$ cat config.mk
export PLATFORM = sky130hd
export DESIGN_NAME = pss_point_mem
export DESIGN_NICKNAME = d
export VERILOG_FILES = /design/src/rtl/pss_point_mem.sv
export SDC_FILE = /design/constraint.sdc
export NUM_CORES = 2
export LEC_CHECK = 0
export ABC_CLOCK_PERIOD_IN_PS = 5500
export CORE_MARGIN = 3
export CORE_UTILIZATION = 45
export CTS_BUF_LIST = sky130_fd_sc_hd__clkbuf_16
export DETAILED_ROUTE_END_ITERATION = 8
export DONT_BUFFER_PORTS = 1
export MAX_ROUTING_LAYER = met4
export SETUP_SLACK_MARGIN = 0.05
export SYNTH_ARGS = -nofsm -noshare
export SYNTH_HDL_FRONTEND = slang
export SYNTH_SLANG_ARGS = --single-unit
export TNS_END_PERCENT = 10
$ cat constraint.sdc
create_clock -name clock -period 5.5 [get_ports clock]
set_clock_uncertainty 0.1 [all_clocks]
set_input_delay 1.1 -clock clock [delete_from_list [all_inputs] [get_ports clock]]
set_output_delay 1.1 -clock clock [all_outputs]
set_load 0.02 [all_outputs]
$ cat src/rtl/pss_point_mem.sv
// point coordinate memory, one write port and one registered read port
// no package dependencies
`timescale 1ns / 1ps
`default_nettype none

module pss_point_mem #(
   parameter int CAPACITY   = 64,
   parameter int COORD_BITS = 20,
   parameter int AW         = 6
) (
   input  wire logic                  clock,
   input  wire logic                  wr_en,
   input  wire logic [AW-1:0]         wr_addr,
   input  wire logic [COORD_BITS-1:0] wr_x,
   input  wire logic [COORD_BITS-1:0] wr_y,
   input  wire logic                  rd_en,
   input  wire logic [AW-1:0]         rd_addr,
   output logic      [COORD_BITS-1:0] rd_x,
   output logic      [COORD_BITS-1:0] rd_y
);

   logic [COORD_BITS-1:0] mem_x_ff [CAPACITY];
   logic [COORD_BITS-1:0] mem_y_ff [CAPACITY];
   logic [COORD_BITS-1:0] rd_x_ff;
   logic [COORD_BITS-1:0] rd_y_ff;

   always_ff @(posedge clock) begin
      if (wr_en) begin
         mem_x_ff[wr_addr] <= wr_x;
         mem_y_ff[wr_addr] <= wr_y;
      end
      if (rd_en) begin
         rd_x_ff <= mem_x_ff[rd_addr];
         rd_y_ff <= mem_y_ff[rd_addr];
      end
   end

   assign rd_x = rd_x_ff;
   assign rd_y = rd_y_ff;

endmodule

`default_nettype wire

==> impl_metrics.tcl <==
set metrics [dict create \
    outcome "complete, but fails checks" \
    violations_in_the_final_reports "max-capacitance violations, max-slew violations" \
    via_per_inst 6.215 \
    achievable-frequency_mhz 192.0 \
    post_cts.repair.setup_buffers 0 \
    timing.critical_path.slowest_cell_delay_ns 1.23 \
    critical_path.endpoint_type "flip-flop" \
    reg2reg_from "mem_x_ff[32][6]" \
    cell_types_occupying_the_most_area_after_synthesis "sky130_fd_sc_hd__edfxtp_1 80%, sky130_fd_sc_hd__mux4_2 14%, sky130_fd_sc_hd__o22ai_1 0.93%, sky130_fd_sc_hd__mux2i_1 0.78%, sky130_fd_sc_hd__a22oi_1 0.54%" \
    ys_seq_area_frac 0.7957 \
    mappedNetlistNets 4284 \
    final_max_slew_viol_count 2 \
    instances_no_fill 7414 \
    drcViolationCount 0 \
    crit_fanout 164 \
    htreeDepth 5 \
    tritoncts.num_buffers 279 \
    grt.overflow.total 0 \
    die_y_um 472.9 \
    maximum_buffer_depth_of_the_clock_tree 4 \
    clk_pin_slew_ns 0.06 \
    arrival_ns 5.87 \
    worst-path-buf-inv 3 \
    dominantRegCellSynth "sky130_fd_sc_hd__edfxtp_1" \
    area_growth_syn_to_layout_pct 12.48 \
    worst_slew_margin_rel -0.07662 \
    detailroute.via_count 46080 \
    synth.yosys.warnings 0 \
    worst_path_max_delay_cell "sky130_fd_sc_hd__nor4_1" \
    min_delay_path_depth 0 \
    dp.cells 6951 \
    critical_path.most_common_cell "sky130_fd_sc_hd__buf_16" \
    clock_latency_reported_for_the_late_side_of_the_worst_skew_pair_ns 0.92 \
    critical_path.startpoint_type "input port" \
    place_ws_ns 1.341 \
    hold-worst-slack_ns 0.1832 \
    post_drt_wl_per_cell_um 33.89 \
    io-pin-count 95 \
    grt_first_pass_wirelength_mm 356.2 \
    core_area_um2 215700 \
    antenna_violations_before_repair 5 \
    cts_tree "yes" \
    power_leakage_nw 33.81 \
    row_count 170 \
    worst-path-stages 7 \
    grt_start_max_net_pins 647 \
    drtPass1Iterations 5 \
    synth_seq_cells 2600 \
    clock_sinks 2600 \
    path_class "input port to flip-flop" \
    crit_family "buffers and inverters" \
    placement.io_buffers 0 \
    post_synth_instance_area_um2 98120 \
    max_cap_check_violation_count 1 \
    r2r_cells 5 \
    grt_pass1_vias 46060 \
    p_per_area_nw_per_um2 365.4 \
    grt_setup_unrepaired "no" \
    synthesis.area_per_instance_um2 23.20 \
    worst-endpoint-required_ns 6.16 \
    transition_at_the_pin_with_the_smallest_max_transition_slack_ns 1.600 \
    global_router_s_overall_resource_usage 0.2313 \
    startpoint "rd_addr[0]" \
    totalWireLength_mm 251.3 \
    cts_resized 0 \
    final_net_count 4454 \
    drt_iter0_markers 5998 \
    total_half_perimeter_wirelength_after_legalization_and_detailed_placement_mm 137.5 \
    netlist-cell-type-count 37 \
    r2r_end "rd_x[6]" \
    ir_worst_vdd_mv 0.3589 \
    design.die.area_um2 223700 \
    floorplan.initialDensity 0.4549 \
    synth-edff-count 2600 \
    postSynth.asyncResetShare 0 \
    timing.final.setup_violations 0 \
    setup_slack_ns 0.2908 \
    setup_slack_on_the_worst_flop_to_flop_path_ns 2.94 \
    cts-hold-fix-buffers 0 \
    fin_crit_sh 0.9471 \
    worstPathCellList "buf_16 -> buf_16 -> buf_16 -> mux4_2 -> o22ai_1 -> nor4_1 -> o22a_1" \
    drive_above_1_share 0.2551 \
    clock-root-buffer "sky130_fd_sc_hd__clkbuf_16" \
    synth_top_area_cell "sky130_fd_sc_hd__edfxtp_1" \
    finalCriticalPeriod_ns 5.209 \
    worstHoldPathType "input port to flip-flop" \
    overall_die_width_um 472.9 \
    worst_setup_path_endpoint "rd_x[10]" \
    synth.top_cell.area_share 0.7957 \
    gp_congestion 0.7999 \
    setup-tns-final_ns 0 \
    number_of_instances_in_the_synthesized_netlist 4229 \
    finalHoldViolations 0 \
    post_detailed_route_count_of_antenna_violating_nets 0 \
]
[flip-flops by register name (all words and copies together), names as in the netlist]
| name | cells |
|---|---|
| mem_x_ff | 1280 |
| mem_y_ff | 1280 |
| rd_x | 20 |
| rd_y | 20 |
[through the flow]
stage,util,instance area (um^2),total power (W)
after floorplan,-,98120,0.02349
after global placement,0.4736,102200,0.02371
after detailed placement,0.4739,102200,0.02372
after CTS,0.5110,110200,0.04046
after global routing,0.5117,110400,0.04143
final,0.5117,110400,0.04033
[worst register-to-register path, cell delays in order (launching register included)]
cell	delay [ns]
sky130_fd_sc_hd__edfxtp_1	0.37
sky130_fd_sc_hd__mux4_2	0.51
sky130_fd_sc_hd__nor2b_1	0.15
sky130_fd_sc_hd__a211oi_1	0.63
sky130_fd_sc_hd__nor3_2	0.25
sky130_fd_sc_hd__o22a_1	0.28
[cells in the final DEF (no fill, tap or decap), drive strengths merged, types with 2 or more instances in the layout]
cell | Yosys | layout
o221ai | 31 | 31
o211ai | 10 | 10
o22a | 25 | 25
o211a | 7 | 7
bufinv | 0 | 6
mux4 | 610 | 610
nand2b | 9 | 9
nor3 | 25 | 25
clkinv | 0 | 108
mux2i | 76 | 76
a22oi | 70 | 70
nor4 | 26 | 26
a211oi | 46 | 46
o21ai | 10 | 10
nor2 | 100 | 100
o22ai | 146 | 146
nor2b | 47 | 47
inv | 0 | 56
and4 | 8 | 8
or3 | 2 | 2
nand3 | 47 | 47
edfxtp | 2600 | 2600
clkinvlp | 0 | 2
nand2 | 37 | 37
nand3b | 3 | 3
a31oi | 7 | 7
buf | 132 | 131
and2 | 4 | 4
clkbuf | 110 | 285
or2 | 7 | 7
a21oi | 11 | 11
nand4 | 19 | 19
[layer usage]
layer / vias up / part of all wire / GRT usage
li1: 18570 / - / -
met1: 24980 / 0.40 / 0.3170
met2: 2067 / 0.48 / 0.3555
met3: 459 / 0.082 / 0.04348
met4: 0 / 0.034 / 0.07199
met5: - / 0 / -
[cells by family (layout without fill, tap and decap cells)]
logic type / after synthesis / count (layout) / synth area share
flip-flops: 2600 / 2600 / 0.7957
multiplexers: 687 / 687 / 0.1479
AO/OA/AOI/OAI: 364 / 364 / 0.02627
AND/OR/NAND/NOR: 336 / 336 / 0.01732
buffers and inverters: 242 / 588 / 0.01279
other: 0 / 1 / 0
[final cells by class]
| type | instances | area (um^2) |
|---|---|---|
| Multi-Input combinational cell | 1387 | 19340 |
| Clock buffer | 285 | 7132 |
| Fill cell | 16680 | 105300 |
| Antenna cell | 1 | 2.502 |
| Clock inverter | 172 | 887.1 |
| Timing Repair Buffer | 131 | 1371 |
| Tap cell | 2838 | 3551 |
| Sequential cell | 2600 | 78070 |
[cells in the mapped netlist (4+ instances only)]
| cell type | number |
|---|---|
| sky130_fd_sc_hd__nor2b_1 | 47 |
| sky130_fd_sc_hd__buf_6 | 16 |
| sky130_fd_sc_hd__nor3_1 | 25 |
| sky130_fd_sc_hd__and4_1 | 8 |
| sky130_fd_sc_hd__and2_1 | 4 |
| sky130_fd_sc_hd__buf_4 | 39 |
| sky130_fd_sc_hd__nor2_1 | 99 |
| sky130_fd_sc_hd__o22ai_1 | 146 |
| sky130_fd_sc_hd__mux4_2 | 610 |
| sky130_fd_sc_hd__o211a_1 | 7 |
| sky130_fd_sc_hd__nand2_1 | 37 |
| sky130_fd_sc_hd__o211ai_1 | 10 |
| sky130_fd_sc_hd__o22a_1 | 25 |
| sky130_fd_sc_hd__a21oi_1 | 11 |
| sky130_fd_sc_hd__nor4_1 | 26 |
| sky130_fd_sc_hd__buf_2 | 55 |
| sky130_fd_sc_hd__nand2b_1 | 9 |
| sky130_fd_sc_hd__o21ai_0 | 10 |
| sky130_fd_sc_hd__o221ai_1 | 31 |
| sky130_fd_sc_hd__a31oi_1 | 7 |
| sky130_fd_sc_hd__nand4_1 | 19 |
| sky130_fd_sc_hd__a211oi_1 | 46 |
| sky130_fd_sc_hd__a22oi_1 | 70 |
| sky130_fd_sc_hd__buf_1 | 21 |
| sky130_fd_sc_hd__or2_2 | 7 |
| sky130_fd_sc_hd__mux2i_1 | 76 |
| sky130_fd_sc_hd__nand3_1 | 47 |
| sky130_fd_sc_hd__edfxtp_1 | 2600 |
| sky130_fd_sc_hd__clkbuf_1 | 110 |
[worst min-delay path by stage]
| stage | start | to |
|---|---|---|
| 2_1_floorplan | mem_x_ff[2][3] | rd_x[3] |
| 3_3_place_gp | mem_x_ff[54][5] | rd_x[5] |
| 3_5_place_dp | mem_x_ff[55][5] | rd_x[5] |
| 4_1_cts | wr_x[17] | mem_x_ff[52][17] |
| 5_1_grt | wr_x[0] | mem_x_ff[57][0] |
| 6_report | wr_x[0] | mem_x_ff[7][0] |
[report_power, final]
group	internal [W]	leakage, nW	total [W]	switching (W)
clock network	0.00958	4.14	0.0169	0.00728
registers	0.0220	23.4	0.0221	0.000135
logic	0.000628	6.25	0.00135	0.000721
No activity file was read; power rests on OpenSTA's default activity.
