### config.mk
export PLATFORM = sky130hd
export DESIGN_NAME = pss_dist_pipe
export DESIGN_NICKNAME = d
export VERILOG_FILES = /design/src/rtl/pss_pkg.sv /design/src/rtl/pss_dist_pipe.sv
export SDC_FILE = /design/constraint.sdc
export NUM_CORES = 2
export LEC_CHECK = 0
export ABC_AREA = 1
export BUFFER_PORTS_ARGS = -buffer_cell sky130_fd_sc_hd__buf_2
export CORE_MARGIN = 3
export CORE_UTILIZATION = 30
export DETAILED_ROUTE_END_ITERATION = 7
export SKIP_LAST_GASP = 1
export SLEW_MARGIN = 0
export SYNTH_ARGS = -nofsm -noshare
export SYNTH_HDL_FRONTEND = slang
export SYNTH_SLANG_ARGS = --single-unit
export TNS_END_PERCENT = 5
### constraint.sdc
create_clock -name clock -period 7.85 [get_ports clock]
set_input_delay 0.785 -clock clock [delete_from_list [all_inputs] [get_ports clock]]
set_output_delay 0.785 -clock clock [all_outputs]
set_load 0.005 [all_outputs]
### src/rtl/pss_pkg.sv
// shared types and constants for the point store search block
// no dependencies
`timescale 1ns / 1ps
`default_nettype none

package pss_pkg;

   localparam int INDEX_BITS = 6;
   localparam int DIST_BITS  = 41;

   localparam logic [DIST_BITS-1:0] RADIUS_RESET = 41'd147456;

   typedef enum logic [1:0] {
      OP_CLEAR   = 2'd0,
      OP_INSERT  = 2'd1,
      OP_NEAREST = 2'd2,
      OP_RADIUS  = 2'd3
   } op_type;

   // control token that travels with each scanned point
   typedef struct packed {
      logic                  valid;
      logic                  fin;
      logic [INDEX_BITS-1:0] idx;
   } tag_type;

   typedef struct packed {
      logic [INDEX_BITS-1:0] index;
      logic [DIST_BITS-1:0]  dist_squared;
      logic                  hit;
      logic                  last;
   } result_type;

endpackage

`default_nettype wire

### src/rtl/pss_dist_pipe.sv
// distance pipeline: absolute differences, then registered squares
// depends on pss_pkg for the token type
`timescale 1ns / 1ps
`default_nettype none

module pss_dist_pipe #(
   parameter int COORD_BITS = 20
) (
   input  wire logic                      clock,
   input  wire logic                      reset,
   input  wire logic                      adv,
   input  wire pss_pkg::tag_type          tag_in,
   input  wire logic [COORD_BITS-1:0]     pt_x,
   input  wire logic [COORD_BITS-1:0]     pt_y,
   input  wire logic [COORD_BITS-1:0]     qx,
   input  wire logic [COORD_BITS-1:0]     qy,
   output pss_pkg::tag_type               tag_out,
   output logic      [2*COORD_BITS-1:0]   sq_x,
   output logic      [2*COORD_BITS-1:0]   sq_y
);

   localparam int C = COORD_BITS;

   logic [C:0]      diff_x;
   logic [C:0]      diff_y;
   logic [C:0]      abs_x;
   logic [C:0]      abs_y;
   pss_pkg::tag_type s2_tag_ff;
   pss_pkg::tag_type s3_tag_ff;
   logic [C-1:0]    dx_ff;
   logic [C-1:0]    dy_ff;
   logic [2*C-1:0]  sq_x_ff;
   logic [2*C-1:0]  sq_y_ff;

   // sign-extend by one bit so the difference cannot overflow
   assign diff_x = {pt_x[C-1], pt_x} - {qx[C-1], qx};
   assign diff_y = {pt_y[C-1], pt_y} - {qy[C-1], qy};
   assign abs_x  = diff_x[C] ? (~diff_x + (C+1)'(1)) : diff_x;
   assign abs_y  = diff_y[C] ? (~diff_y + (C+1)'(1)) : diff_y;

   always_ff @(posedge clock) begin
      if (reset) begin
         s2_tag_ff <= '0;
         s3_tag_ff <= '0;
      end else if (adv) begin
         s2_tag_ff <= tag_in;
         s3_tag_ff <= s2_tag_ff;
      end
   end

   always_ff @(posedge clock) begin
      if (adv) begin
         dx_ff   <= abs_x[C-1:0];
         dy_ff   <= abs_y[C-1:0];
         sq_x_ff <= dx_ff * dx_ff;
         sq_y_ff <= dy_ff * dy_ff;
      end
   end

   assign tag_out = s3_tag_ff;
   assign sq_x    = sq_x_ff;
   assign sq_y    = sq_y_ff;

endmodule

`default_nettype wire

==> reports/metrics.yaml <==
clock_tree:
  clk-insertion-delay-late_ns: 0.50
  cts_resized: 0
  clock_tree_from_tritoncts: "yes"
  max-clock-path-buffers: 2
  postCtsSetupRepairBufs: 0
  cts-hold-fix-buffers: 0
  cts_made_buffers: 17
  tritoncts_num_sinks: 134
  cts.clk_slew.worst_paths_ns: 0.08
  clock_tree.root_cell: "sky130_fd_sc_hd__clkbuf_16"
  h-tree-depth: 4
die:
  core_area_sq_um: 104100
  die-area_sq_um: 109300
  num_rows: 118
  die_h_microns: 330.7
  io_pins: 179
  dieWidth_microns: 330.7
  initial_utilization: 0.3038
yosys:
  synth-warning-count: 0
  synth-compound-area-share: 0.05266
  yosys.cell_types.count: 51
  number_of_enable_flip_flop_cells_after_synthesis: 118
  yosys.area.top_type: "sky130_fd_sc_hd__fa_1"
  synth_largest_type_area_fraction: 0.3564
  postSynth.asyncResetShare: 0
  ys.flop_type: "sky130_fd_sc_hd__edfxtp_1"
  main_combinational_cell_family_by_area_after_synthesis: "adder cells"
  yosys_register_bits: 134
  syn_avg_cell_area_sq_um: 8.221
  synthCells: 3847
  synth.yosys.seq_area_share: 0.1222
  synthSimpleGateAreaFrac: 0.1526
  syn-cell-area_sq_um: 31630
  synth.area.top_cells: "sky130_fd_sc_hd__fa_1, sky130_fd_sc_hd__ha_1, sky130_fd_sc_hd__inv_1"
  synth-adder-area-share: 0.4933
  multiplexer_share_of_the_synthesized_area: 0
  synth_xor_area_frac: 0.03838
critical_path:
  critical_path.cell_chain: "nand2_1 -> xor2_1 -> ha_1 -> o21bai_1 -> fa_1 -> inv_1 -> fa_1 -> inv_1 -> fa_1 -> fa_1 -> fa_1 -> inv_1 -> fa_1 -> inv_1 -> ha_1 -> a21o_1 -> a31oi_1 -> o21ai_0 -> a21oi_1 -> nor2_1 -> o21ai_0 -> nand2_1 -> xor2_1"
  arrival_time_at_the_worst_endpoint_ns: 7.23
  crit_path_top_delay_cell: "sky130_fd_sc_hd__edfxtp_1"
  cp_data_required_time_ns: 8.09
  r2r-start: "dy_ff[7]$_DFFE_PP_"
  startpoint_of_the_most_critical_setup_path: "dy_ff[7]$_DFFE_PP_"
  setup.worst_path.end_class: "register"
  most_repeated_library_cell_on_the_critical_path: "sky130_fd_sc_hd__fa_1"
  regToRegSetupSlack_ns: 0.86
  setup.worst_path.class: "register to register"
  ff2ff_path_depth: 23
  worstReg2RegEnd: "sq_y[32]$_DFFE_PP_"
  highest_net_fanout_along_the_worst_path: 20
  crit_path_max_incr_delay_ns: 0.99
  start_kind: "register"
min_path:
  worst_hold_startpoint: "s2_tag_ff[5]$_SDFFE_PP0P_"
  min_delay_worst_endpoint: "tag_out[5]$_SDFFE_PP0P_"
  hold_path_cells: 2
  min-delay-path-class: "register to register"
timing:
  finalSetupViolCount: 0
  finalMaxSlewViolations: 0
  share_of_the_clock_period_used_by_the_worst_path_after_layout: 0.8909
  final.setup.tns_ns: 0
  rsz0062_at_grt: "no"
  layout_skew_ns: 0.01882
  achievable-frequency_mhz: 143.0
  hold_violation_count_in_the_final_report: 0
  maxSlewHeadroom: 0.3217
  final.min_clock_period_ns: 6.994
  worst-slew-pin-transition_ns: 1.017
global_routing:
  grt_max_degree: 70
  grt-ovfl-total: 0
  groute.layer.met2.usage: 0.2364
  use_met1: 0.2126
  gr-usage-all-layers: 0.1503
  grt_most_used_layer: "met2"
  antenna_found_initial: 0
  grt_first_pass_wirelength_microns: 130600
  grt_met3_usage: 0.02813
  first_global_vias: 25220
placed_design:
  place_congestion: 0.9133
  port-buffer-count: 176
  hpwl_microns: 67470
route:
  postRouteAntennaNets: 0
  detailroute.via_count: 24060
  route.final.wire_length_microns: 79320
  number_of_optimization_iterations_in_the_first_detailed_route_pass: 5
  viasPerCell: 4.482
  remaining_drc_errors: 0
  first_iter_violations: 1510
  drt-wirelength-per-cell_microns: 14.77
finish:
  num-nets-final: 4975
  area_growth_syn_to_layout_pct: 9.646
  fraction_of_final_layout_cells_with_drive_strength_greater_than_1: 0.06971
  fillCellCount: 10930
job:
  drv.max_cap_violation_count: 0
status:
  run_status: "complete, no violations"
cell families (layout without fill, tap and decap cells):
family,count (synthesis),in the layout
AND/OR/NAND/NOR,1195,1195
adder cells (fa/ha/maj),909,909
buffers and inverters,1179,1319
AO/OA/AOI/OAI,293,293
XOR/XNOR,136,136
flip-flops,134,134
other,1,3
worst max-delay path, delay by kind of cell, from the launching register on:
family | cells | cell delay [ns]
AOI/OAI and AO/OA | 6 | 1.12
adders and majority gates | 8 | 3.52
xor gates and xnor gates | 2 | 0.42
DFF | 1 | 0.99
buffers and inverters | 4 | 0.19
and+or+nand+nor | 3 | 0.52
worst max-delay path by stage:
| stage | to | slack [ns] | depth (start not counted) |
|---|---|---|---|
| 2_1_floorplan | sq_x[27]$_DFFE_PP_ | 1.50 | 25 |
| 3_3_place_gp | sq_x[38]$_DFFE_PP_ | 1.0 | 23 |
| 3_5_place_dp | sq_y[38]$_DFFE_PP_ | 0.86 | 23 |
| 4_1_cts | sq_y[38]$_DFFE_PP_ | 0.85 | 23 |
| 5_1_grt | sq_y[32]$_DFFE_PP_ | 0.43 | 23 |
| 6_report | sq_y[32]$_DFFE_PP_ | 0.86 | 23 |
metrics by stage:
stage	setup WS, ns	cells	util	hold slack, ns	area [sq um]
final	0.8564	5369	0.3331	0.4582	34680
after global routing	0.4277	5368	0.3331	0.4729	34670
after detailed placement	0.8623	5336	0.3271	0.4524	34040
after CTS	0.8516	5368	0.3331	0.4612	34670
after floorplan	1.499	3848	-	0.4364	31630
after global placement	0.9953	5336	0.3271	0.4455	34040
sequential cells by signal (all words and copies together), names as in the netlist:
signal / cells
sq_y: 39
dx_ff: 20
tag_out: 8
s2_tag_ff: 8
sq_x: 39
dy_ff: 20
layout by cell type (no fill, tap or decap), types with 18 or more instances in the layout:
| master | netlist | final |
|---|---|---|
| sky130_fd_sc_hd__edfxtp_1 | 118 | 118 |
| sky130_fd_sc_hd__nand2_1 | 845 | 845 |
| sky130_fd_sc_hd__buf_2 | 0 | 175 |
| sky130_fd_sc_hd__ha_1 | 346 | 346 |
| sky130_fd_sc_hd__xnor2_1 | 46 | 46 |
| sky130_fd_sc_hd__buf_4 | 3 | 21 |
| sky130_fd_sc_hd__nor2_1 | 181 | 181 |
| sky130_fd_sc_hd__nand2_2 | 18 | 18 |
| sky130_fd_sc_hd__a21oi_1 | 145 | 145 |
| sky130_fd_sc_hd__fa_1 | 563 | 563 |
| sky130_fd_sc_hd__xor2_1 | 87 | 87 |
| sky130_fd_sc_hd__o21ai_0 | 57 | 57 |
| sky130_fd_sc_hd__nand4_1 | 20 | 20 |
| sky130_fd_sc_hd__a31oi_1 | 25 | 25 |
| sky130_fd_sc_hd__o21bai_1 | 18 | 18 |
| sky130_fd_sc_hd__nand3_1 | 81 | 81 |
| sky130_fd_sc_hd__inv_1 | 1085 | 1085 |
area by class of cell:
class                      instances  area [sq um]  area share
multi-input combinational       2535         23310      0.6723
inverter                        1090          4096      0.1181
sequential                       134          3864      0.1114
tap                             1380          1727     0.04979
timing repair buffer             197          1045     0.03013
clock buffer                      17         425.4     0.01227
clock inverter                    15         203.9    0.005882
antenna                            1         2.502  0.00007217
cells in the mapped netlist, types with 2 or more instances:
master	n
sky130_fd_sc_hd__a211oi_1	2
sky130_fd_sc_hd__nor3_1	15
sky130_fd_sc_hd__buf_1	24
sky130_fd_sc_hd__inv_2	3
sky130_fd_sc_hd__a31oi_1	25
sky130_fd_sc_hd__xor2_1	87
sky130_fd_sc_hd__o21ai_0	57
sky130_fd_sc_hd__clkbuf_1	61
sky130_fd_sc_hd__edfxtp_1	118
sky130_fd_sc_hd__xnor2_2	3
sky130_fd_sc_hd__nand2_1	845
sky130_fd_sc_hd__nand3_2	3
sky130_fd_sc_hd__nand3_1	81
sky130_fd_sc_hd__a21boi_0	2
sky130_fd_sc_hd__a21o_1	10
sky130_fd_sc_hd__o21ai_2	7
sky130_fd_sc_hd__nand2_2	18
sky130_fd_sc_hd__xnor2_1	46
sky130_fd_sc_hd__o2111ai_1	2
sky130_fd_sc_hd__o21bai_1	18
sky130_fd_sc_hd__buf_4	3
sky130_fd_sc_hd__o21a_1	3
sky130_fd_sc_hd__fa_1	563
sky130_fd_sc_hd__o21ai_1	8
sky130_fd_sc_hd__nand3b_1	11
sky130_fd_sc_hd__ha_1	346
sky130_fd_sc_hd__dfxtp_1	16
sky130_fd_sc_hd__o221ai_1	5
sky130_fd_sc_hd__nor4_1	6
sky130_fd_sc_hd__a21oi_1	145
sky130_fd_sc_hd__o31ai_1	2
sky130_fd_sc_hd__nor2_2	5
sky130_fd_sc_hd__nand4_1	20
sky130_fd_sc_hd__o211ai_1	3
sky130_fd_sc_hd__or2_2	4
sky130_fd_sc_hd__nor2_1	181
sky130_fd_sc_hd__inv_1	1085
per-layer routing:
layer / routed length, microns / vias to the layer above / part of all wire
met5: 0 / - / 0
met4: 1492 / 0 / 0.019
met3: 4870 / 66 / 0.061
met2: 35330 / 597 / 0.45
met1: 37640 / 11740 / 0.47
li1: - / 11660 / -
Power is left out: the tool's default activity adds up to more than one toggle a clock period on the data nets, which glitch-free logic cannot reach.
