`src/rtl/pss_pkg.sv`:
```
// shared types and constants for the point store search block
// no dependencies
`timescale 1ns / 1ps
`default_nettype none

package pss_pkg;

   localparam int INDEX_BITS = 6;
   localparam int DIST_BITS  = 41;

   localparam logic [DIST_BITS-1:0] RADIUS_RESET = 41'd147456;

   typedef enum logic [1:0] {
      OP_CLEAR   = 2'd0,
      OP_INSERT  = 2'd1,
      OP_NEAREST = 2'd2,
      OP_RADIUS  = 2'd3
   } op_type;

   // control token that travels with each scanned point
   typedef struct packed {
      logic                  valid;
      logic                  fin;
      logic [INDEX_BITS-1:0] idx;
   } tag_type;

   typedef struct packed {
      logic [INDEX_BITS-1:0] index;
      logic [DIST_BITS-1:0]  dist_squared;
      logic                  hit;
      logic                  last;
   } result_type;

endpackage

`default_nettype wire

```
`src/rtl/pss_select.sv`:
```
// result selection: running minimum for nearest, held match for radius
// depends on pss_pkg for token and result types
`timescale 1ns / 1ps
`default_nettype none

module pss_select #(
   parameter int COORD_BITS = 20,
   parameter int SUM_BITS   = 41
) (
   input  wire logic                             clock,
   input  wire logic                             reset,
   input  wire logic                             adv,
   input  wire logic                             mode_radius,
   input  wire logic [pss_pkg::DIST_BITS-1:0]    radius_squared,
   input  wire pss_pkg::tag_type                 tag_in,
   input  wire logic [2*COORD_BITS-1:0]          sq_x,
   input  wire logic [2*COORD_BITS-1:0]          sq_y,
   output logic                                  emit,
   output logic                                  done,
   output pss_pkg::result_type                   result
);

   logic [SUM_BITS-1:0]              sum;
   logic [SUM_BITS-1:0]              radius_ext;
   logic                             better;
   logic                             match;
   logic [SUM_BITS-1:0]              best_d_ff;
   logic [pss_pkg::INDEX_BITS-1:0]   best_idx_ff;
   logic                             pend_valid_ff;
   logic [SUM_BITS-1:0]              pend_d_ff;
   logic [pss_pkg::INDEX_BITS-1:0]   pend_idx_ff;

   assign sum        = SUM_BITS'(sq_x) + SUM_BITS'(sq_y);
   assign radius_ext = SUM_BITS'(radius_squared);
   // first point always seeds the minimum, ties keep the lower index
   assign better     = (tag_in.idx == '0) || (sum < best_d_ff);
   assign match      = sum <= radius_ext;
   assign done       = tag_in.valid && tag_in.fin;

   always_comb begin
      emit   = 1'b0;
      result = '{index: '0, dist_squared: '0, hit: 1'b0, last: 1'b1};
      if (tag_in.valid) begin
         if (tag_in.fin) begin
            emit = 1'b1;
            if (!mode_radius) begin
               result = '{index: best_idx_ff,
                          dist_squared: pss_pkg::DIST_BITS'(best_d_ff),
                          hit: 1'b1, last: 1'b1};
            end else if (pend_valid_ff) begin
               result = '{index: pend_idx_ff,
                          dist_squared: pss_pkg::DIST_BITS'(pend_d_ff),
                          hit: 1'b1, last: 1'b1};
            end
         end else if (mode_radius && match && pend_valid_ff) begin
            // a newer match proves the held one is not the final one
            emit   = 1'b1;
            result = '{index: pend_idx_ff,
                       dist_squared: pss_pkg::DIST_BITS'(pend_d_ff),
                       hit: 1'b1, last: 1'b0};
         end
      end
   end

   always_ff @(posedge clock) begin
      if (reset) begin
         pend_valid_ff <= 1'b0;
      end else if (adv && tag_in.valid) begin
         if (tag_in.fin) begin
            pend_valid_ff <= 1'b0;
         end else if (mode_radius && match) begin
            pend_valid_ff <= 1'b1;
         end
      end
   end

   always_ff @(posedge clock) begin
      if (adv && tag_in.valid && !tag_in.fin) begin
         if (!mode_radius && better) begin
            best_d_ff   <= sum;
            best_idx_ff <= tag_in.idx;
         end
         if (mode_radius && match) begin
            pend_d_ff   <= sum;
            pend_idx_ff <= tag_in.idx;
         end
      end
   end

endmodule

`default_nettype wire

```
`config.mk`:
```
export PLATFORM = sky130hd
export DESIGN_NAME = pss_select
export DESIGN_NICKNAME = d
export VERILOG_FILES = /design/src/rtl/pss_pkg.sv /design/src/rtl/pss_select.sv
export SDC_FILE = /design/constraint.sdc
export NUM_CORES = 1
export LEC_CHECK = 0
export BUFFER_PORTS_ARGS = -buffer_cell sky130_fd_sc_hd__buf_2
export CORE_UTILIZATION = 50
export CTS_CLUSTER_SIZE = 8
export DETAILED_ROUTE_END_ITERATION = 8
export GPL_ROUTABILITY_DRIVEN = 0
export MAX_ROUTING_LAYER = met4
export PLACE_DENSITY = 0.77
export SYNTH_ARGS = -nofsm -noshare
export SYNTH_HDL_FRONTEND = slang
export SYNTH_SLANG_ARGS = --single-unit
```
`constraint.sdc`:
```
create_clock -name clock -period 14.25 [get_ports clock]
set_input_delay 4.275 -clock clock [delete_from_list [all_inputs] [get_ports clock]]
set_output_delay 4.275 -clock clock [all_outputs]
set_load 0.01 [all_outputs]
```
==> results of run 1 <==
area by class of cell:
| class | count | area (sq um) |
|---|---|---|
| fill | 1213 | 5700 |
| multi-input combinational | 523 | 4230 |
| sequential | 95 | 2840 |
| timing repair buffer | 186 | 942 |
| inverter | 96 | 360 |
| tap | 184 | 230 |
| clock buffer | 9 | 225 |
| clock inverter | 7 | 53.8 |
stage by stage:
step           instance area, sq um  cells
2_1_floorplan                  7490    731
3_3_place_gp                   8600   1084
3_5_place_dp                   8600   1084
4_1_cts                        8880   1100
5_1_grt                        8890   1100
6_report                       8890   1100
worst min path at each step:
stage                                 end  depth (start not counted)  slack [ns]
2_1_floorplan  pend_valid_ff$_SDFFE_PP0P_                          2        0.53
3_3_place_gp   pend_valid_ff$_SDFFE_PP0P_                          2        0.54
3_5_place_dp   pend_valid_ff$_SDFFE_PP0P_                          2        0.59
4_1_cts        pend_valid_ff$_SDFFE_PP0P_                          2        0.60
5_1_grt        pend_valid_ff$_SDFFE_PP0P_                          2        0.64
6_report       pend_valid_ff$_SDFFE_PP0P_                          2        0.60
Yosys cell counts, drive strengths merged, types with 2 or more instances:
master	count	share of area, %
o211ai	3	0.30
o21ai	30	2.1
a211o	2	0.23
and4	3	0.35
clkbuf	12	0.62
a221oi	5	0.67
o31ai	3	0.30
a211oi	5	0.50
inv	96	4.8
o21bai	6	0.60
nor4	4	0.33
buf	5	0.33
nand3	11	0.74
a2111oi	3	0.35
or3	2	0.17
and2	4	0.33
edfxtp	94	38
nand4	18	1.5
a21oi	63	4.4
o21a	6	0.60
a31oi	7	0.75
nor2b	7	0.58
xor2	15	1.8
nand2b	5	0.42
a31o	2	0.23
a22o	47	5.5
nor3	4	0.27
xnor2	21	2.5
ha	121	20
a21o	43	4.3
nor2	20	1.0
and3	10	0.85
o31a	3	0.35
a221o	3	0.42
nand2	32	1.6
worst max-delay path: stages:
cell and delay, ns:
buf_2 0.10, ha_1 0.22, fa_1 0.42, a21o_1 0.19
a21oi_2 0.24, o21ai_2 0.18, a21oi_4 0.19, a31oi_2 0.14
a211o_1 0.35, a221o_2 0.45, a41oi_2 0.20, xnor2_1 0.19
ha_1 0.35, nand4_1 0.15, nor4_2 0.37, nand4bb_1 0.19
nor4_1 0.35, a21oi_1 0.15, a21oi_4 0.20, buf_6 0.29
a22o_1 0.23, buf_2 0.15
power breakdown:
part	internal [mW]	switching [mW]
Clock	0.133	0.0976
Combinational	0.120	0.169
Sequential	0.331	0.00349
Total	0.584	0.270
placed cells by master, fill, tap and decap left out, types with 3 or more instances in the layout:
master,Yosys,final
buf_2,5,183
ha_1,121,121
inv_1,96,96
edfxtp_1,94,94
a21oi_1,61,60
a22o_1,47,47
a21o_1,43,43
nand2_1,32,32
o21ai_0,24,24
xnor2_1,21,21
nor2_1,20,20
nand4_1,18,18
xor2_1,15,15
nand3_1,11,11
clkbuf_16,0,9
and3_1,9,8
nor2b_1,7,7
o21bai_1,6,6
o21a_1,6,6
a211oi_1,5,5
a31oi_1,5,5
o21ai_1,5,5
nand2b_1,5,5
clkinv_1,0,5
nor3_1,4,4
a221oi_1,4,4
nor4_1,4,3
o211ai_1,3,3
and2_1,4,3
o31a_1,3,3
o31ai_1,3,3
a2111oi_0,3,3
and4_1,3,3
metal layers:
layer / up-vias / global-route usage, % / wire length, um
li1: 3115 / - / -
met1: 2887 / 31.3 / 8360
met2: 211 / 39.3 / 8520
met3: 34 / 2.36 / 980
met4: 0 / 8.72 / 412
met5: - / - / 0
repair_timing:
action,CTS,global route
endpoints found under the setup margin,0,34
hold endpoints to repair,0,0
gates resized for setup,0,2
hold buffers,0,0
state kept, by name, summed over array words and instances (netlist names):
register,cells
pend_d_ff,41
pend_valid_ff,1
pend_idx_ff,6
best_d_ff,41
best_idx_ff,6
kinds of logic after synthesis:
kind of cell / count (synthesis)
AOI/OAI and AO/OA: 241
and+or+nand+nor: 124
adders and majority gates: 122
buffers and inverters: 113
DFF: 95
xor gates and xnor gates: 36
==> impl_metrics.yaml, run 1 <==
status:
  status: "completed"
timing:
  drv_slew: 0
  finalCritPeriodShare_pct: 97.2
  layout_setup_ws_ns: 0.395
  fmax_ghz: 0.0722
  rsz0062_at_grt: "false"
  finalSetupViolCount: 0
  finalClockSkew_ns: 0.00656
  relSlewSlack_pct: 22.4
  hold_viol: 0
  worst_pin_slew_ns: 1.16
  whs_ns: 0.599
  min_period_ns: 13.86
  tns_ns: 0
cts:
  cts-root-buf: "clkbuf_16"
  cts_tree: "yes"
  cts_setup_buffers: 0
  cts_max_level: 3
  numCtsBuffers: 9
  clkTransAtPathRegs_ns: 0.06
  cts_sinks: 95
  clk_path_buf_depth: 2
  clock_latency_ns: 0.34
logic_synthesis:
  syn_avg_cell_area_sq_um: 10.2
  synth.area.mux_share_pct: 0
  ys_types: 60
  yosysWarnings: 0
  synthAdderAreaFrac_pct: 20.5
  synth_top_family_by_area: "compound AO/OA/AOI/OAI gates"
  ys_seq_area_share_pct: 38.0
  synth_compound_area_share_pct: 22.9
  synth-edff-count: 94
  async_flop_share_pct: 0
  yosys_most_used_dff: "edfxtp_1"
  synth_xor_area_share_pct: 4.21
  synth_simple_gate_area_share_pct: 8.61
  synth_seq_cells: 95
  synth_nets: 986
  syn_area_sq_um: 7490
  syn_inst: 731
routing:
  vias: 6247
  drc: 0
  first_iter_violations: 442
  dr.pass1.iters: 5
  wl_per_cell_um: 16.6
  vias_per_cell: 5.68
  routed_wl_um: 18300
  ant_nets: 0
critical_path:
  worstSetupPathType: "in2out"
  regToRegEndpoint: "best_d_ff[19]$_DFFE_PP_"
  critPathMaxFanout: 34
  rrSetupSlack_ns: 10.62
  critical_path.endpoint_type: "output port"
  cp-start-kind: "primary input"
  endpoint: "result[25]"
  cp.arrival_ns: 9.58
  cp-startpoint: "sq_x[0]"
  worstPathRequired_ns: 9.97
  reg2regPathDepth: 12
  worstReg2RegStart: "best_d_ff[26]$_DFFE_PP_"
die:
  die_w_um: 124
  boundaryPins: 184
  dieArea_sq_um: 15500
  num_rows: 44
  core_sq_um: 14600
  die_h_um: 124
  start_util_pct: 51.3
run:
  max_cap_viol_count: 0
grt:
  grt_overflow: 0
  grtUsageTotal_pct: 24.1
  grt_max_degree: 48
  first_global_vias: 5950
  grt_first_pass_wirelength_um: 29000
  antenna_found_initial: 0
placed_design:
  hpwlAfterDp_um: 14600
  pre_cts_slack_ns: 0.228
  io_buffers: 183
worst_hold_path:
  hold_path.class: "reg2reg"
  hold_path.startpoint: "pend_valid_ff$_SDFFE_PP0P_"
layout:
  drive_gt1_share_pct: 23.5
  nNetsFinal: 1166
  area_growth_syn_to_layout_pct: 18.7
  n_antenna_cell: 0
  final_util_pct: 60.9
power:
  vdd.ir_drop.worst_v: 0.0000470
  p_per_area_nw_per_um2: 96.1
  power_mw: 0.854
  leakage_nw: 4.37
(Power assumes the default switching activity.)
==> inputs of run 2 (changes only) <==
--- a/config.mk
+++ b/config.mk
@@ -6,12 +6,14 @@
 export NUM_CORES = 1
 export LEC_CHECK = 0
 export BUFFER_PORTS_ARGS = -buffer_cell sky130_fd_sc_hd__buf_2
+export CAP_MARGIN = 10
 export CORE_UTILIZATION = 50
 export CTS_CLUSTER_SIZE = 8
 export DETAILED_ROUTE_END_ITERATION = 8
 export GPL_ROUTABILITY_DRIVEN = 0
 export MAX_ROUTING_LAYER = met4
 export PLACE_DENSITY = 0.77
+export SETUP_SLACK_MARGIN = 0.15
 export SYNTH_ARGS = -nofsm -noshare
 export SYNTH_HDL_FRONTEND = slang
 export SYNTH_SLANG_ARGS = --single-unit
==> constraint.sdc (replaced) <==
create_clock -name clock -period 15.9 [get_ports clock]
set_input_delay 4.77 -clock clock [delete_from_list [all_inputs] [get_ports clock]]
set_output_delay 4.77 -clock clock [all_outputs]
set_load 0.01 [all_outputs]
==> run 2 against run 1 <==
Net effect: routed wire length hardly changed; core utilization down 0.17 points; die area stayed put; critical path type unchanged; critical endpoint is now result[26].
==> impl_metrics.yaml, run 2 (same netlist as run 1, synthesis figures left out) <==
status:
  status: "completed"
die:
  die_w_um: 124
  num_rows: 44
  start_util_pct: 51.3
  core_sq_um: 14600
  boundaryPins: 184
  die_h_um: 124
  dieArea_sq_um: 15500
power:
  intPower_mw: 0.511
  p_per_area_nw_per_um2: 85.0
  clkPwrFrac_pct: 25.7
  net-switching-power_mw: 0.242
  vdd.ir_drop.worst_v: 0.0000526
  pwr-share-seq_pct: 39.8
  leakage_nw: 4.36
  power_mw: 0.753
  switching_share_pct: 32.2
  pwr-share-comb_pct: 34.5
routing:
  ant_nets: 0
  drc: 0
  wl_per_cell_um: 16.6
  routed_wl_um: 18300
  dr.pass1.iters: 4
  vias: 6289
  first_iter_violations: 427
  vias_per_cell: 5.72
timing:
  rsz0062_at_grt: "false"
  fmax_ghz: 0.0658
  finalCritPeriodShare_pct: 95.6
  hold_viol: 0
  finalSetupViolCount: 0
  relSlewSlack_pct: 19.8
  tns_ns: 0
  min_period_ns: 15.20
  drv_slew: 0
  finalClockSkew_ns: 0.00465
  worst_pin_slew_ns: 1.20
critical_path:
  cp-startpoint: "sq_x[0]"
  cp-start-kind: "primary input"
  regToRegEndpoint: "best_d_ff[16]$_DFFE_PP_"
  worstSetupPathType: "in2out"
  rrSetupSlack_ns: 12.35
  worstPathRequired_ns: 11.13
  critical_path.endpoint_type: "output port"
  reg2regPathDepth: 12
  worstReg2RegStart: "best_d_ff[26]$_DFFE_PP_"
  cp.arrival_ns: 10.43
  critPathMaxFanout: 34
layout:
  final_common_cell: "buf_2"
  drive_gt1_share_pct: 23.5
  nNetsFinal: 1165
  fin_area_sq_um: 8860
  final_cell_mix: "183 x buf_2, 121 x ha_1, 96 x inv_1"
  n_antenna_cell: 0
  reg_top3: "best_d_ff: 41 flops, pend_d_ff: 41 flops"
  finalNonFillerCells: 1099
  area_growth_syn_to_layout_pct: 18.4
  n_fill_cell: 1261
grt:
  first_global_vias: 5917
  antenna_found_initial: 0
  grt_max_degree: 48
  grtUsageTotal_pct: 24.6
  grt_overflow: 0
  grt_first_pass_wirelength_um: 29600
cts:
  clkTransAtPathRegs_ns: 0.06
  cts_tree: "yes"
  numCtsBuffers: 9
  ctsResizeCount: 0
  cts_setup_buffers: 0
  ctsHoldBuffers: 0
  cts-root-buf: "clkbuf_16"
  clock_latency_ns: 0.34
  clk_path_buf_depth: 2
  cts_sinks: 95
  cts_max_level: 3
run:
  max_cap_viol_count: 0
worst_hold_path:
  hold_path.startpoint: "pend_valid_ff$_SDFFE_PP0P_"
  hold_depth: 2
  min_to: "pend_valid_ff$_SDFFE_PP0P_"
  hold_path.class: "reg2reg"
placed_design:
  postPlaceCellArea_sq_um: 8600
  dp.cells: 1083
  io_buffers: 183
  hpwlAfterDp_um: 14600
-- run 2: stage by stage --
step / setup slack (ns) / util [%] / hold slack, ns
final: 0.696 / 60.7 / 0.586
after detailed placement: 0.752 / 59.0 / 0.569
after global placement: 0.974 / 59.0 / 0.541
after CTS: 0.729 / 60.7 / 0.585
after global routing: 0.407 / 60.7 / 0.659
after floorplan: 1.99 / - / 0.526
-- run 2: worst max path at each step --
stage / to / slack, ns
3_5_place_dp: result[26] / 0.75
6_report: result[26] / 0.70
4_1_cts: result[26] / 0.73
2_1_floorplan: result[18] / 1.99
3_3_place_gp: result[25] / 0.97
5_1_grt: result[28] / 0.41
-- run 2: area by class of cell --
class                      instances  area [sq um]  area share (%)
multi-input combinational        523          4230            47.7
sequential                        95          2840            32.1
timing repair buffer             185           943            10.6
inverter                          96           360            4.07
clock buffer                      12           236            2.67
tap                              184           230            2.60
clock inverter                     4          22.5           0.254
-- run 2: metal layers --
metal	track usage, %	vias to the layer above	wire length (um)
met5	-	-	0
met4	7.51	0	413
met3	3.14	29	807
met2	37.8	199	8310
met1	34.0	2946	8750
li1	-	3115	-
-- run 2: critical path: stages --
cell,delay (ns)
buf_2,0.10
ha_1,0.22
fa_1,0.41
a21o_1,0.19
a21oi_2,0.27
o21ai_2,0.19
a21oi_4,0.19
a31oi_2,0.15
a211o_1,0.36
a221o_2,0.44
a41oi_2,0.21
xnor2_1,0.20
ha_1,0.36
nand4_1,0.12
nor4_1,0.42
nand4bb_1,0.23
nor4_1,0.38
a21oi_1,0.15
a21oi_4,0.44
buf_12,0.27
a22o_1,0.20
buf_2,0.14
-- run 2: power by group through the flow --
stage | Sequential [mW] | Clock (mW) | Combinational (mW)
after floorplan | 0.304 | 0 | 0.177
after CTS | 0.300 | 0.194 | 0.259
final | 0.300 | 0.194 | 0.260
after global routing | 0.301 | 0.204 | 0.294
after global placement | 0.305 | 0 | 0.251
after detailed placement | 0.305 | 0 | 0.257
